<file path="src/rtl/gha_ram.sv">
`default_nettype none

module gha_ram #(
    parameter int WIDTH = 16,
    parameter int DEPTH = 256,
    localparam int ADDR_BITS = $clog2(DEPTH)
) (
    input  wire logic                 i_clk,
    input  wire logic                 i_we,
    input  wire logic [ADDR_BITS-1:0] i_waddr,
    input  wire logic [WIDTH-1:0]     i_wdata,
    input  wire logic                 i_re,
    input  wire logic [ADDR_BITS-1:0] i_raddr,
    output logic      [WIDTH-1:0]     o_rdata
);

    logic [WIDTH-1:0] r_mem [DEPTH];
    logic [WIDTH-1:0] r_rdata;

    // A read in the same cycle as a write to the same entry returns the new data.
    always_ff @(posedge i_clk) begin
        if (i_we) begin
            r_mem[i_waddr] <= i_wdata;
        end
        if (i_re) begin
            if (i_we && (i_waddr == i_raddr)) begin
                r_rdata <= i_wdata;
            end else begin
                r_rdata <= r_mem[i_raddr];
            end
        end
    end

    assign o_rdata = r_rdata;

endmodule

`default_nettype wire

</file>
<file path="config.mk">
export PLATFORM = sky130hd
export DESIGN_NAME = gha_ram
export DESIGN_NICKNAME = d
export VERILOG_FILES = /design/src/rtl/gha_ram.sv
export SDC_FILE = /design/constraint.sdc
export NUM_CORES = 2
export LEC_CHECK = 0
export BUFFER_PORTS_ARGS = -buffer_cell sky130_fd_sc_hd__buf_2
export CELL_PAD_IN_SITES_DETAIL_PLACEMENT = 0
export CELL_PAD_IN_SITES_GLOBAL_PLACEMENT = 1
export CORE_ASPECT_RATIO = 0.5
export CORE_MARGIN = 2
export CORE_UTILIZATION = 50
export DETAILED_ROUTE_END_ITERATION = 16
export PLACE_DENSITY_LB_ADDON = 0.1
export SETUP_SLACK_MARGIN = 0.4
export SYNTH_ARGS = -nofsm -noshare
export SYNTH_HDL_FRONTEND = slang
export SYNTH_SLANG_ARGS = --single-unit
</file>
<file path="constraint.sdc">
create_clock -name i_clk -period 3.8 [get_ports i_clk]
set_input_delay 0.57 -clock i_clk [delete_from_list [all_inputs] [get_ports i_clk]]
set_output_delay 0.57 -clock i_clk [all_outputs]
set_load 0.02 [all_outputs]
</file>
---- Word level (Yosys, flattened, before mapping) ----
Memories as Yosys holds them, arrays and structs flattened. A register that Yosys moved wholly into a read port is not among the register bits.
Index checks and enable logic that the tools add are counted.
storage, ports and cells
  memory bits (writable) .................. 4096
  memories kept ........................... 1
  flip-flop bits (word level) ............. 0
  bits of input ports ..................... 35
  word-level logic and storage cells ...... 3
  output and inout port bits .............. 16
operators by class
  mux-type cells .......................... 2
memory list
  name   words  bits a word  read ports  clocked after memory_dff  wr ports  RTL line  source
  r_mem  256    16           1           1                         1         17        logic [WIDTH-1:0] r_mem [DEPTH];
operators with widths
  operator  count
  $mux 1    2

---- Logic depth before layout (Yosys ltp) ----
  depth in word-level cells ............... 2
  gate-level depth with buffers ........... 14
  depth with buffers taken out ............ 7

---- Worst setup path after synthesis ----
OpenSTA, ideal clock, no wires.
  path type ............................... input port to flip-flop
  start point ............................. input i_raddr[0]
  end point ............................... register r_rdata[13], in the netlist o_rdata[13], read port of r_mem, data pin
  setup time .............................. 0.259 ns
  stages on the path ...................... 12
  data required time ...................... 3.541 ns
  slack ................................... 0.805 ns
  arrival ................................. 2.735 ns
  path buffers ............................ 5
  path through ............................ buf_6 buf_8 buf_6 buf_6 buf_2 mux4_2 nand3_1 o21ai_0 a211oi_1 a31oi_1 a211oi_1 nor2_1
RTL lines
  item                RTL line  source
  start: declaration  13        input wire logic [ADDR_BITS-1:0] i_raddr,
  end: declaration    18        logic [WIDTH-1:0] r_rdata;

==> impl_table.tex <==
\begin{tabular}{lr}
\hline
Metric & Value \\
\hline
\multicolumn{2}{l}{\textbf{Timing}} \\
\quad Max-slew headroom at the worst pin & 0.0523 \\
\quad Final setup violation count & 0 \\
\quad Worst clock skew & around 0.038 ns \\
\quad Final WS setup & 0.320 ns \\
\quad Min Clock Period, post-route & around 3.5 ns \\
\quad Final Max Slew Viols & 0 \\
\quad Period utilization & 0.916 \\
\quad Max Fclk & around 290 MHz \\
\quad Worst Max-Slew Pin Slew & around 1.4 ns \\
\quad RSZ-0062 raised after global routing & yes \\
\quad Number of failing hold endpoints at the final stage & 0 \\
\multicolumn{2}{l}{\textbf{Worst setup path}} \\
\quad Endpoint of the worst setup timing path & o\_rdata[8]\$\_DFFE\_PP\_ \\
\quad Worst flop-to-flop path endpoint & o\_rdata[6]\$\_DFFE\_PP\_ \\
\quad Cell class contributing the biggest share of worst-path delay & buffers and inverters \\
\quad Stages on worst setup path & 12 \\
\quad Sort of element at the start of the critical path & input pin \\
\quad Maximum net fanout on the critical path & 30 \\
\quad Worst endpoint required time & 4.47 ns \\
\quad CP dominant cell by count & sky130\_fd\_sc\_hd\_\_buf\_12 \\
\quad Critical path, cell by cell & buf\_12 -> buf\_12 -> buf\_4 -> mux4\_2 -> nor2\_1 -> a2111oi\_0 -> buf\_4 -> o31ai\_1 -> a41o\_1 -> buf\_12 -> and3\_1 -> nor2\_1 \\
\quad Number of cells traversed by the worst register-to-register path & 11 \\
\quad Crit path largest cell delay & between 0.6 and 0.7 ns \\
\quad Arrival time at the worst endpoint & approximately 4.2 ns \\
\quad Bufs and invs on worst path & 5 \\
\quad Worst-case register-to-register setup slack & around 0.4 ns \\
\quad Type of element capturing the critical path & flip-flop \\
\quad Critical path startpoint & i\_raddr[0] \\
\quad Worst reg2reg path startpoint & r\_mem[87][6]\$\_DFFE\_PP\_ \\
\quad Max stage delay cell, worst path & sky130\_fd\_sc\_hd\_\_o31ai\_1 \\
\quad Category of the critical setup timing path & input pin to flip-flop \\
\multicolumn{2}{l}{\textbf{GRT}} \\
\quad Pin count of the biggest net entering global routing & roughly 140 \\
\quad Overall global routing resource usage & 0.296 \\
\quad Antenna violations before repair & 48 \\
\quad Vias in the first global route & 82200 \\
\quad First-pass GRT wire length & 660000 µm \\
\quad Global-route congestion overflow total & 0 \\
\multicolumn{2}{l}{\textbf{Clock tree}} \\
\quad Clock tree from TritonCTS & built \\
\quad Clock sink total & a little over 4000 \\
\quad Worst skew pair latency & about 0.94 ns \\
\quad Clock root buffer & sky130\_fd\_sc\_hd\_\_clkbuf\_16 \\
\quad Number of clock buffers inserted by TritonCTS & about 360 \\
\quad Clock transition at the registers of the reported paths & 0.06 ns \\
\quad Clk buf depth & 4 \\
\quad H-tree levels & 5 \\
\multicolumn{2}{l}{\textbf{Power and ir drop}} \\
\quad Total power density per cell area & just over 500 mW/mm² \\
\quad Leak & 58.9 nW \\
\quad Max VDD drop & between 0.3 and 0.4 mV \\
\multicolumn{2}{l}{\textbf{Synth}} \\
\quad Average cell area after synthesis & around 21 µm² \\
\quad Share of async-settable or async-resettable flops after synthesis & 0 \\
\quad Proportion of netlist area held by the largest area contributor & 0.780 \\
\quad Post-synthesis net count & 7479 \\
\quad Gate count of the mapped netlist & 7444 \\
\quad Flops \& latches, synth & between 4000 and 5000 \\
\quad Register area share after synthesis & 0.780 \\
\quad EDFF count, synth & around 4100 \\
\quad Ranking of synthesized cells by area & sky130\_fd\_sc\_hd\_\_edfxtp\_1 (78\%), sky130\_fd\_sc\_hd\_\_mux4\_2 (11\%), sky130\_fd\_sc\_hd\_\_mux2i\_1 (2.6\%) \\
\quad Synth unique cells & 67 \\
\quad Total number of yosys warnings & 0 \\
\quad Total standard cell area after synthesis & approximately 0.16 mm² \\
\quad Biggest area consumer among synthesized cells & sky130\_fd\_sc\_hd\_\_edfxtp\_1 \\
\quad Primary flip-flop cell chosen by synthesis mapping & sky130\_fd\_sc\_hd\_\_edfxtp\_1 \\
\multicolumn{2}{l}{\textbf{Floorplanning}} \\
\quad I/O pin count & a little over 50 \\
\quad Die width & $\sim$800 µm \\
\quad Die outline area & about 0.32 mm² \\
\quad DIE HEIGHT & roughly 400 µm \\
\quad Initial Utilization & 0.505 \\
\quad Std cell rows & roughly 150 \\
\quad Area of the core & between 0.3 and 0.4 mm² \\
\multicolumn{2}{l}{\textbf{Final layout}} \\
\quad Final std cells w/o fill & $\sim$13000 \\
\quad Area growth, synth to finish & 15.5\% \\
\quad Area of all placed cells without fillers & approximately 0.18 mm² \\
\quad Leading cell type in the layout, fill and taps excluded & sky130\_fd\_sc\_hd\_\_edfxtp\_1 \\
\quad Leading cell types in the layout, fill and taps excluded & sky130\_fd\_sc\_hd\_\_edfxtp\_1 (4112), sky130\_fd\_sc\_hd\_\_buf\_4 (868), sky130\_fd\_sc\_hd\_\_mux4\_2 (803), sky130\_fd\_sc\_hd\_\_mux2i\_1 (411), sky130\_fd\_sc\_hd\_\_clkbuf\_16 (367) \\
\quad Ratio of cells with drive above 1 in the final layout & 0.287 \\
\quad Final Net Count & approximately 8400 \\
\multicolumn{2}{l}{\textbf{Drt}} \\
\quad Remaining antenna violation count & 0 \\
\quad Sum of routed wire length over all layers & between 400000 and 500000 µm \\
\quad WL per Instance & 37.3 µm \\
\quad \# DRC & 0 \\
\quad Vias post-DR & between 80000 and 90000 \\
\quad Average via count per standard cell & $\sim$6.5 \\
\quad Initial DRC count & approximately 13000 \\
\quad Detailed-routing iteration count for the pre-antenna-repair pass & 6 \\
\multicolumn{2}{l}{\textbf{Placement}} \\
\quad Final weighted congestion in routability-driven placement & approximately 0.93 \\
\quad Detailed Place HPWL & between 300000 and 400000 µm \\
\quad Worst slack, placed & -0.671 ns \\
\quad Cell area after placement & around 0.17 mm² \\
\quad Number of I/O port buffers & 50 \\
\quad Dpl cells & between 10000 and 15000 \\
\multicolumn{2}{l}{\textbf{Hold path}} \\
\quad Path category of the worst min-delay check & input pin to flip-flop \\
\multicolumn{2}{l}{\textbf{Run status}} \\
\quad Result of the run & complete, no violations \\
\multicolumn{2}{l}{\textbf{Flow run}} \\
\quad Maximum capacitance violations & 0 \\
\hline
\end{tabular}
==> report_power, final <==
group	switching (mW)	leakage (nW)	internal (mW)
sequential	0.0831	37.0	50.0
clock	16.8	5.77	21.1
combinational	3.60	16.1	1.97
==> sequential cells by signal, indices dropped and copies added, names as in the netlist <==
signal	count
r_mem	4096
o_rdata	16
==> through the flow <==
step	TNS (ns)	power [mW]	utilization	hold slack (ns)
global placement	-6.58	56.5	0.545	0.915
CTS	0	93.9	0.583	0.0250
finish	0	93.5	0.583	0.0444
detailed placement	-6.15	56.6	0.545	0.922
floorplan	0	53.4	-	0.669
global route	0	95.9	0.583	0.0394
==> cells by family after synthesis <==
family	synth area share
flip-flops	0.780
multiplexers	0.143
AO/OA/AOI/OAI	0.0378
AND/OR/NAND/NOR	0.0222
buffers and inverters	0.0158
XOR/XNOR	0.000443
==> layout make-up <==
class | instances | area, µm²
fillers | 22800 | 131000
flip-flops and latches | 4112 | 123000
multi-input cells | 2866 | 32500
repair buffers | 1047 | 9550
clock buffers | 439 | 9450
well taps | 4189 | 5240
clock inverters | 212 | 2420
inverters | 7 | 31.3
diodes | 11 | 27.5
==> worst min path at each step <==
stage	depth (start not counted)	slack (ns)	end	start
after detailed placement	1	0.92	r_mem[102][8]$_DFFE_PP_	i_wdata[8]
final	1	0.04	r_mem[74][5]$_DFFE_PP_	i_wdata[5]
after floorplan	0	0.67	r_mem[0][0]$_DFFE_PP_	i_wdata[0]
after global routing	1	0.04	r_mem[73][5]$_DFFE_PP_	i_wdata[5]
after CTS	1	0.02	r_mem[117][12]$_DFFE_PP_	i_wdata[12]
after global placement	1	0.92	r_mem[103][8]$_DFFE_PP_	i_wdata[8]
==> metal layers <==
metal,vias to the layer above,part of all wire,track usage
met3,730,0.11,0.0670
met1,45100,0.41,0.442
met5,-,0.00017,0
met4,16,0.031,0.0815
li1,33300,-,-
met2,4838,0.45,0.444
==> timing repair <==
action / CTS / global route
pin swaps: 0 / 0
setup buffers: 0 / 0
resized for setup: 3 / 4
hold endpoints to repair: 20 / 0
endpoints found under the setup margin: 3 / 4
hold buffers: 1 / 0
==> synth_stat cells, drive strengths merged, types with 32 or more instances <==
| master | count |
|---|---|
| o221ai | 73 |
| a2111oi | 45 |
| nand2 | 148 |
| buf | 230 |
| nand3 | 69 |
| o21ai | 47 |
| o22ai | 107 |
| nor2b | 63 |
| clkbuf | 229 |
| edfxtp | 4112 |
| nand4 | 32 |
| nor2 | 362 |
| a22oi | 261 |
| nor3 | 45 |
| mux2i | 411 |
| a211oi | 63 |
| a21oi | 77 |
| mux4 | 803 |
| mux2 | 43 |
No activity file was read; power rests on OpenSTA's default activity.
