**src/rtl/gha_pkg.sv**
```systemverilog
`default_nettype none

package gha_pkg;

    localparam int SLOTS      = 256;
    localparam int SLOT_BITS  = 8;
    localparam int GEN_BITS   = 16;
    localparam int IDX_BITS   = 16;
    localparam int COUNT_BITS = 9;
    localparam int STK_BITS   = SLOT_BITS + GEN_BITS;

    localparam logic [COUNT_BITS-1:0] COUNT_FULL = COUNT_BITS'(SLOTS);
    localparam logic [GEN_BITS-1:0]   GEN_FIRST  = GEN_BITS'(1);

    localparam logic [1:0] KIND_ALLOC = 2'd0;
    localparam logic [1:0] KIND_FREE  = 2'd1;
    localparam logic [1:0] KIND_CHECK = 2'd2;

    localparam logic [1:0] STATUS_OK    = 2'd0;
    localparam logic [1:0] STATUS_STALE = 2'd1;
    localparam logic [1:0] STATUS_FULL  = 2'd2;

    typedef struct packed {
        logic [1:0]          kind;
        logic [IDX_BITS-1:0] slot_index;
        logic [GEN_BITS-1:0] slot_generation;
    } t_req;

    typedef struct packed {
        logic [SLOT_BITS-1:0] slot;
        logic [GEN_BITS-1:0]  gen;
    } t_stk_entry;

    typedef struct packed {
        logic                 en;
        logic [SLOT_BITS-1:0] addr;
        logic [GEN_BITS-1:0]  data;
    } t_gen_wr;

    typedef struct packed {
        logic                 en;
        logic [SLOT_BITS-1:0] addr;
        t_stk_entry           data;
    } t_stk_wr;

    typedef struct packed {
        logic [1:0]            status;
        logic [SLOT_BITS-1:0]  handle_index;
        logic [GEN_BITS-1:0]   handle_generation;
        logic                  is_live;
        logic [COUNT_BITS-1:0] live_count;
    } t_result;

endpackage

`default_nettype wire

```
**src/rtl/gha_engine.sv**
```systemverilog
`default_nettype none

module gha_engine (
    input  wire logic                                i_clk,
    input  wire logic                                i_rst_n,
    input  wire logic                                i_adv,
    input  wire logic                                i_take,
    input  wire gha_pkg::t_req                       i_req,
    input  wire logic [gha_pkg::GEN_BITS-1:0]        i_gen_rd,
    input  wire gha_pkg::t_stk_entry                 i_stk_rd,
    output gha_pkg::t_gen_wr                         o_gen_wr,
    output gha_pkg::t_stk_wr                         o_stk_wr,
    output logic [gha_pkg::COUNT_BITS-1:0]           o_next_depth,
    output logic                                     o_valid,
    output gha_pkg::t_result                         o_result
);

    logic [gha_pkg::SLOTS-1:0]      r_alive;
    logic [gha_pkg::SLOTS-1:0]      n_alive;
    logic [gha_pkg::COUNT_BITS-1:0] r_depth;
    logic [gha_pkg::COUNT_BITS-1:0] n_depth;
    logic [gha_pkg::COUNT_BITS-1:0] r_used;
    logic [gha_pkg::COUNT_BITS-1:0] n_used;
    logic                           r_valid;
    gha_pkg::t_result               r_result;
    gha_pkg::t_result               n_result;

    logic [gha_pkg::SLOT_BITS-1:0]  lo;
    logic                           in_range;
    logic                           live;
    logic                           is_alloc;
    logic                           is_free;
    logic                           pop;
    logic                           claim;
    logic                           free_ok;
    logic [gha_pkg::SLOT_BITS-1:0]  alloc_slot;
    logic [gha_pkg::GEN_BITS-1:0]   alloc_gen;

    always_comb begin
        lo       = i_req.slot_index[gha_pkg::SLOT_BITS-1:0];
        in_range = (i_req.slot_index[gha_pkg::IDX_BITS-1:gha_pkg::SLOT_BITS] == '0);
        live     = in_range && ({1'b0, lo} < r_used) && r_alive[lo]
                   && (i_gen_rd == i_req.slot_generation);
        is_alloc = (i_req.kind == gha_pkg::KIND_ALLOC);
        is_free  = (i_req.kind == gha_pkg::KIND_FREE);
        pop      = is_alloc && (r_depth != '0);
        claim    = is_alloc && (r_depth == '0) && (r_used != gha_pkg::COUNT_FULL);
        free_ok  = is_free && live && (r_depth != gha_pkg::COUNT_FULL);

        alloc_slot = pop ? i_stk_rd.slot : r_used[gha_pkg::SLOT_BITS-1:0];
        alloc_gen  = pop ? (i_stk_rd.gen + gha_pkg::GEN_BITS'(1)) : gha_pkg::GEN_FIRST;

        n_depth = r_depth;
        n_used  = r_used;
        n_alive = r_alive;
        if (i_adv) begin
            if (pop) begin
                n_depth = r_depth - gha_pkg::COUNT_BITS'(1);
            end
            if (free_ok) begin
                n_depth = r_depth + gha_pkg::COUNT_BITS'(1);
                n_alive[lo] = 1'b0;
            end
            if (claim) begin
                n_used = r_used + gha_pkg::COUNT_BITS'(1);
            end
            if (pop || claim) begin
                n_alive[alloc_slot] = 1'b1;
            end
        end

        o_gen_wr.en   = i_adv && (pop || claim);
        o_gen_wr.addr = alloc_slot;
        o_gen_wr.data = alloc_gen;

        o_stk_wr.en        = i_adv && free_ok;
        o_stk_wr.addr      = r_depth[gha_pkg::SLOT_BITS-1:0];
        o_stk_wr.data.slot = lo;
        o_stk_wr.data.gen  = i_req.slot_generation;

        n_result.status = gha_pkg::STATUS_OK;
        if (is_alloc) begin
            if (!pop && !claim) begin
                n_result.status = gha_pkg::STATUS_FULL;
            end
        end else if (is_free) begin
            if (!free_ok) begin
                n_result.status = gha_pkg::STATUS_STALE;
            end
        end else if (!live) begin
            n_result.status = gha_pkg::STATUS_STALE;
        end
        n_result.handle_index      = (pop || claim) ? alloc_slot : lo;
        n_result.handle_generation = (pop || claim) ? alloc_gen : '0;
        n_result.is_live           = is_free ? free_ok : (!is_alloc && live);
        n_result.live_count        = n_used - n_depth;
    end

    always_ff @(posedge i_clk) begin
        if (!i_rst_n) begin
            r_alive <= '0;
            r_depth <= '0;
            r_used  <= '0;
            r_valid <= 1'b0;
        end else begin
            r_alive <= n_alive;
            r_depth <= n_depth;
            r_used  <= n_used;
            if (i_adv) begin
                r_valid <= 1'b1;
            end else if (i_take) begin
                r_valid <= 1'b0;
            end
        end
    end

    always_ff @(posedge i_clk) begin
        if (i_adv) begin
            r_result <= n_result;
        end
    end

    assign o_next_depth = n_depth;
    assign o_valid      = r_valid;
    assign o_result     = r_result;

    a_depth_within_used: assert property (@(posedge i_clk) disable iff (!i_rst_n)
        r_depth <= r_used)
        else $error("free stack deeper than the high-water mark");

    a_used_bounded: assert property (@(posedge i_clk) disable iff (!i_rst_n)
        r_used <= gha_pkg::COUNT_FULL)
        else $error("high-water mark beyond the pool size");

    a_count_matches: assert property (@(posedge i_clk) disable iff (!i_rst_n)
        r_valid |-> (r_result.live_count == (r_used - r_depth)))
        else $error("held live count disagrees with the counters");

    a_alloc_marks_alive: assert property (@(posedge i_clk) disable iff (!i_rst_n)
        (i_adv && (pop || claim)) |=> r_alive[$past(alloc_slot)])
        else $error("allocated slot not marked alive");

    a_full_only_when_full: assert property (@(posedge i_clk) disable iff (!i_rst_n)
        (i_adv && is_alloc && !pop && !claim)
            |-> (r_used == gha_pkg::COUNT_FULL) && (r_depth == '0))
        else $error("pool full reported with slots available");

endmodule

`default_nettype wire

```
**config.mk**
```make
export PLATFORM = sky130hd
export DESIGN_NAME = gha_engine
export DESIGN_NICKNAME = d
export VERILOG_FILES = /design/src/rtl/gha_pkg.sv /design/src/rtl/gha_engine.sv
export SDC_FILE = /design/constraint.sdc
export NUM_CORES = 1
export LEC_CHECK = 0
export BUFFER_PORTS_ARGS = -buffer_cell sky130_fd_sc_hd__buf_2
export CAP_MARGIN = 20
export CELL_PAD_IN_SITES_DETAIL_PLACEMENT = 0
export CELL_PAD_IN_SITES_GLOBAL_PLACEMENT = 1
export CORE_MARGIN = 2
export CORE_UTILIZATION = 35
export CTS_BUF_LIST = sky130_fd_sc_hd__clkbuf_16
export DETAILED_ROUTE_END_ITERATION = 12
export PLACE_DENSITY_LB_ADDON = 0.2
export SLEW_MARGIN = 20
export SYNTH_ARGS = -nofsm -noshare
export SYNTH_HDL_FRONTEND = slang
export SYNTH_SLANG_ARGS = --single-unit
```
**constraint.sdc**
```tcl
create_clock -name i_clk -period 6.25 [get_ports i_clk]
set_input_delay 0.3125 -clock i_clk [delete_from_list [all_inputs] [get_ports i_clk]]
set_output_delay 0.3125 -clock i_clk [all_outputs]
set_load 0.01 [all_outputs]
```
## After elaboration in Yosys (flattened, before gate mapping)

Cells that the tools add are included.

- Register bits after elaboration: 311
- Input bits: 78
- Word-level logic and storage cells: 74

- $add $sub $neg: 5
- Magnitude comparators: 5
- Eq/ne operators: 4
- Multiplexer cells: 25
- Bitwise gates (word level): 3
- Reduce and logical (&&, ||, !) cells: 23

Operators by type and width:

| cell | number |
|---|---|
| 2-to-1 mux 256 bit | 3 |
| AND 256 bit | 1 |
| NOT 256 bit | 1 |
| OR 256 bit | 1 |
| 2-to-1 mux 9 bit | 5 |
| adder 9 x 1 -> 9 bit (second input constant) | 2 |
| less-than comparator 8 x 9 -> 1 bit (second input constant) | 2 |
| != test 9 bit (second input constant) | 2 |
| adder 16 x 1 -> 16 bit (second input constant) | 1 |
| demux 1 bit (select 8 bit) | 2 |
| == test 16 bit | 1 |
| >= comparator 8 x 1 -> 1 bit (second input constant) | 2 |
| 2-to-1 mux 16 bit | 1 |
| 2-to-1 mux 8 bit | 2 |
| logical AND 1 bit | 14 |
| logical NOT 9 bit | 1 |
| less-than comparator 8 x 9 -> 1 bit | 1 |
| nonzero test 9 bit | 1 |
| subtractor 9 x 1 -> 9 bit (second input constant) | 1 |
| subtractor 9 bit | 1 |
| binary-select mux 1 bit (select 8 bit) | 1 |
| logical NOT 8 bit | 1 |
| 2-to-1 mux 1 bit | 8 |
| 2-to-1 mux 2 bit | 3 |
| other kinds (5) | 7 |

## Longest topological paths before layout

- Word-level depth: 10
- Mapped depth: 25
- Mapped depth without buffers: 21

## Worst setup path after synthesis

No wires, ideal clock.

- Path kind: in2reg
- Start: input port i_req[16] (netlist bit)
- End: register r_result, in the netlist o_result[8] (data pin)
- Library setup time: 0.263 ns
- Arrival time: 4.186 ns
- Path slack: 1.801 ns
- Cell stages on the path: 22
- Cells stage by stage: buf_6 > buf_12 > mux4_1 > a22oi_1 > a21oi_1 > or2_2 > o2bb2a_4 > and4_1 > buf_2 > buf_6 > a311oi_2 > inv_1 > fa_1 > nor2b_1 > o21ai_0 > nand2b_1 > a21o_1 > a21o_1 > a21o_1 > a21oi_1 > xor2_1 > xnor2_1

RTL lines:

| what | line | RTL |
|---|---|---|
| start: declaration | gha_engine.sv:8 | `input wire gha_pkg::t_req i_req,` |
| end signal: assignment | gha_engine.sv:119 | `r_result <= n_result;` |
| end: declaration | gha_engine.sv:25 | `gha_pkg::t_result r_result;` |

==> metrics.md <==
| Metric | Value |
|---|---|
| Drt first pass iters | 6 |
| Fmax | 0.2104 GHz |
| Yosys top cell area share | 32.00% |
| Port Buffers | 181 |
| Hold buffers post-CTS | 0 |
| Num ports | 182 |
| Sw frac | 32.24% |
| Crit path max fanout | 11 |
| # setup viols final | 0 |
| RSZ-0062 raised after global routing | false |
| Synthesized area | 17210 um2 |
| Largest net degree at the start of global routing | 180 |
| Synth area leaders | dfxtp_1 (32%), a21oi_1 (8.4%), nor2_1 (6.7%), edfxtp_1 (6.3%), mux4_2 (5.6%) |
| Worst setup path class | register to register |
| Hold EP | o_valid$_SDFFE_PN0P_ |
| Sequential share of power | 38.0% |
| Leading area contributor after synthesis | dfxtp_1 |
| Detailed Place HPWL | 44.86 mm |
| Die Footprint | 50950 um2 |
| Worst skew pair latency | 560 ps |
| Yosys cell types | 79 |
| Global-route wire length before repair | 98.07 mm |
| Critical R2R Capture | o_result[8]$_DFFE_PP_ |
| Starting Density | 35.29% |
| Hold Crit Depth | 4 |
| Clock sink count | 311 |
| CTS Buf Count | 38 |
| Area of placed instances | 18270 um2 |
| Final period utilization | 76.06% |
| Power Total | 5.717 mW |
| Clock network power share | 38.3% |
| Yosys reg bits | 311 |
| Most common cell in the netlist | nor2_1 |
| CTS max path bufs | 3 |
| Leak pwr | 6.608 nW |
| Buf/Inv on CP | 3 |
| Root buffer selected by CTS | clkbuf_16 |
| Number of flops mapped to enable cells by yosys | 36 |
| Yosys Warn Count | 0 |
| MaxCap Viol Count | 0 |
| Final slew viol count | 0 |
| Final instance area | 19510 um2 |
| Ys async rst share | 0% |
| Mapped Cells | 2027 |
| Die Y | 225.7 um |
| Routed Antenna Nets | 0 |
| Vias in the first global route | 15150 |
| DRC Markers | 0 |
| Setup TNS | 0 ps |
| Min Tclk post-route | 4754 ps |
| Ant. Diodes | 0 |
| Status | completed |
| Critical path capture point type | register |
| CP delay by family, top | compound AO/OA/AOI/OAI gates |
| Sequence of cells on the critical path | inv_1, ha_1, a21o_1, a211oi_1, o21ai_1, a211o_1, nor3_2, nand4_1, buf_4, o21ai_0, xor2_1, inv_1, ha_1, o21ai_0, nand2b_1, a21o_1, a21o_1, a21o_1, a21oi_1, xor2_1, xnor2_1 |
| Routed WL | 66.58 mm |
| Crit start category | register |
| Avg Cell Area, Syn | 8.488 um2 |
| Vias/cell | 5.913 |
| Routed WL per cell | 24.02 um |
| CP required | 6550 ps |
| Clock skew | 13.41 ps |
| Cell mode on critical path | a21o_1 |
| Die Span X | 225.7 um |
| CP max stage cell | dfxtp_1 |
| Max-slew headroom | 24.05% |
| R2R setup slack | 1500 ps |
| Post-CTS setup buffers | 0 |
| R2R depth | 21 |
| Clock transition at path regs | 60 ps |
| Initial antenna violation count | 0 |
| Grt total ovfl | 0 |
| Total Routing Usage GR | 25.48% |
| Core area | 48750 um2 |
| Combinational power share | 23.7% |
| Vias | 16390 |
| Share of layout cells above drive strength 1 | 18.31% |
| Internal power | 3.874 mW |
| HP Class | input port to register |
| Main synth FF type | dfxtp_1 |
| Layout Area Growth over Synthesis | 13.42% |
| GP Congestion | 0.9891 |
| Worst-Margin Slew | 1135 ps |
| CTS tree | done |
| Launch point of the critical path | r_used[4]$_SDFF_PN0_ |
| FF-to-FF Start | r_used[4]$_SDFF_PN0_ |
| Net count after synthesis | 2126 |
| Synth cell count leaders | nor2_1 (307), a21oi_1 (288), dfxtp_1 (275) |
| Final hold viol count | 0 |
| Initial DRC count | 1547 |
| Hold_sp | i_take |
| CTS resizes | 0 |
| Slowest stage delay, CP | 430 ps |
| Seq/Total Area, Yosys | 38.28% |
| Sw Pwr | 1.843 mW |
| Maximum VDD drop | 0.0002157 V |
| Worst EP arrival | 5050 ps |
| Power per cell area | 293.0 nW/um2 |
| Rows | 81 |
| Nets | 2180 |
| H-tree level count | 2 |
[tightest hold or removal path: cells and delay by family]
kind / cells / cell delay [ps]
compound gates: 1 / 50
buf+inv: 2 / 130
simple gates: 1 / 70
[layout make-up]
cell class                 count  area, um2
fill                        4919      29230
tap                          664      830.8
timing repair buffer         230       1320
multi-input combinational   1463       9422
clock buffer                  42       1051
inverter                      37      143.9
clock inverter                25      160.2
sequential                   311       6586
[layer usage]
metal  global-route usage, %  part of all wire, %  up-vias
met2                   42.02                   47      778
met1                   33.65                   42     7964
met4                   9.613                  3.4        0
met5                       0                    0        -
li1                        -                    -     7531
met3                   3.799                  7.7      117
[cell families after synthesis]
kind of cell,Yosys count,synth area share (%)
and+or+nand+nor,747,19.85
DFF,311,38.28
AOI/OAI and AO/OA,562,21.07
adders and majority gates,21,1.571
buffers and inverters,253,7.759
muxes,83,8.930
xor gates and xnor gates,50,2.545
[power by group through the flow]
| stage | Clock [mW] | Combinational [mW] | Sequential (mW) |
|---|---|---|---|
| finish | 2.19 | 1.36 | 2.17 |
| global placement | 0 | 1.34 | 2.22 |
| floorplan | 0 | 0.873 | 2.24 |
| detailed placement | 0 | 1.35 | 2.22 |
| CTS | 2.23 | 1.35 | 2.17 |
| global route | 2.32 | 1.49 | 2.18 |
[stage by stage]
stage / util (%) / hold WS (ps) / instances / setup WS, ps
after floorplan: - / 425.0 / 2027 / 1801
after global placement: 37.38 / 455.4 / 2701 / 969.9
after detailed placement: 37.48 / 458.1 / 2704 / 961.8
after CTS: 39.96 / 35.29 / 2771 / 1462
after global routing: 40.03 / 84.40 / 2772 / 1068
final: 40.03 / 58.23 / 2772 / 1496
[registers in the layout (all words and copies together) (netlist names)]
name / count
r_depth: 9
r_used: 9
o_result: 36
o_valid: 1
r_alive: 256
[layout by cell type, fill, tap and decap left out, types with 30 or more instances in the layout]
cell type	synthesis	final
a311oi_1	102	102
xnor2_1	34	34
nand4_1	108	108
a211oi_1	30	30
inv_1	35	41
nand2_1	199	198
nor2_1	307	290
o21ai_0	49	47
clkbuf_16	0	42
a21oi_1	288	288
edfxtp_1	36	36
buf_4	33	47
buf_2	41	179
dfxtp_1	275	275
mux4_2	43	43
[worst max path at each step]
stage                                  to  depth (start not counted)
finish              o_result[8]$_DFFE_PP_                         21
global route        o_result[8]$_DFFE_PP_                         21
CTS                 o_result[8]$_DFFE_PP_                         21
detailed placement  o_result[8]$_DFFE_PP_                         21
global placement    o_result[8]$_DFFE_PP_                         20
floorplan           o_result[8]$_DFFE_PP_                         22
Power figures use the tool's default switching activity.
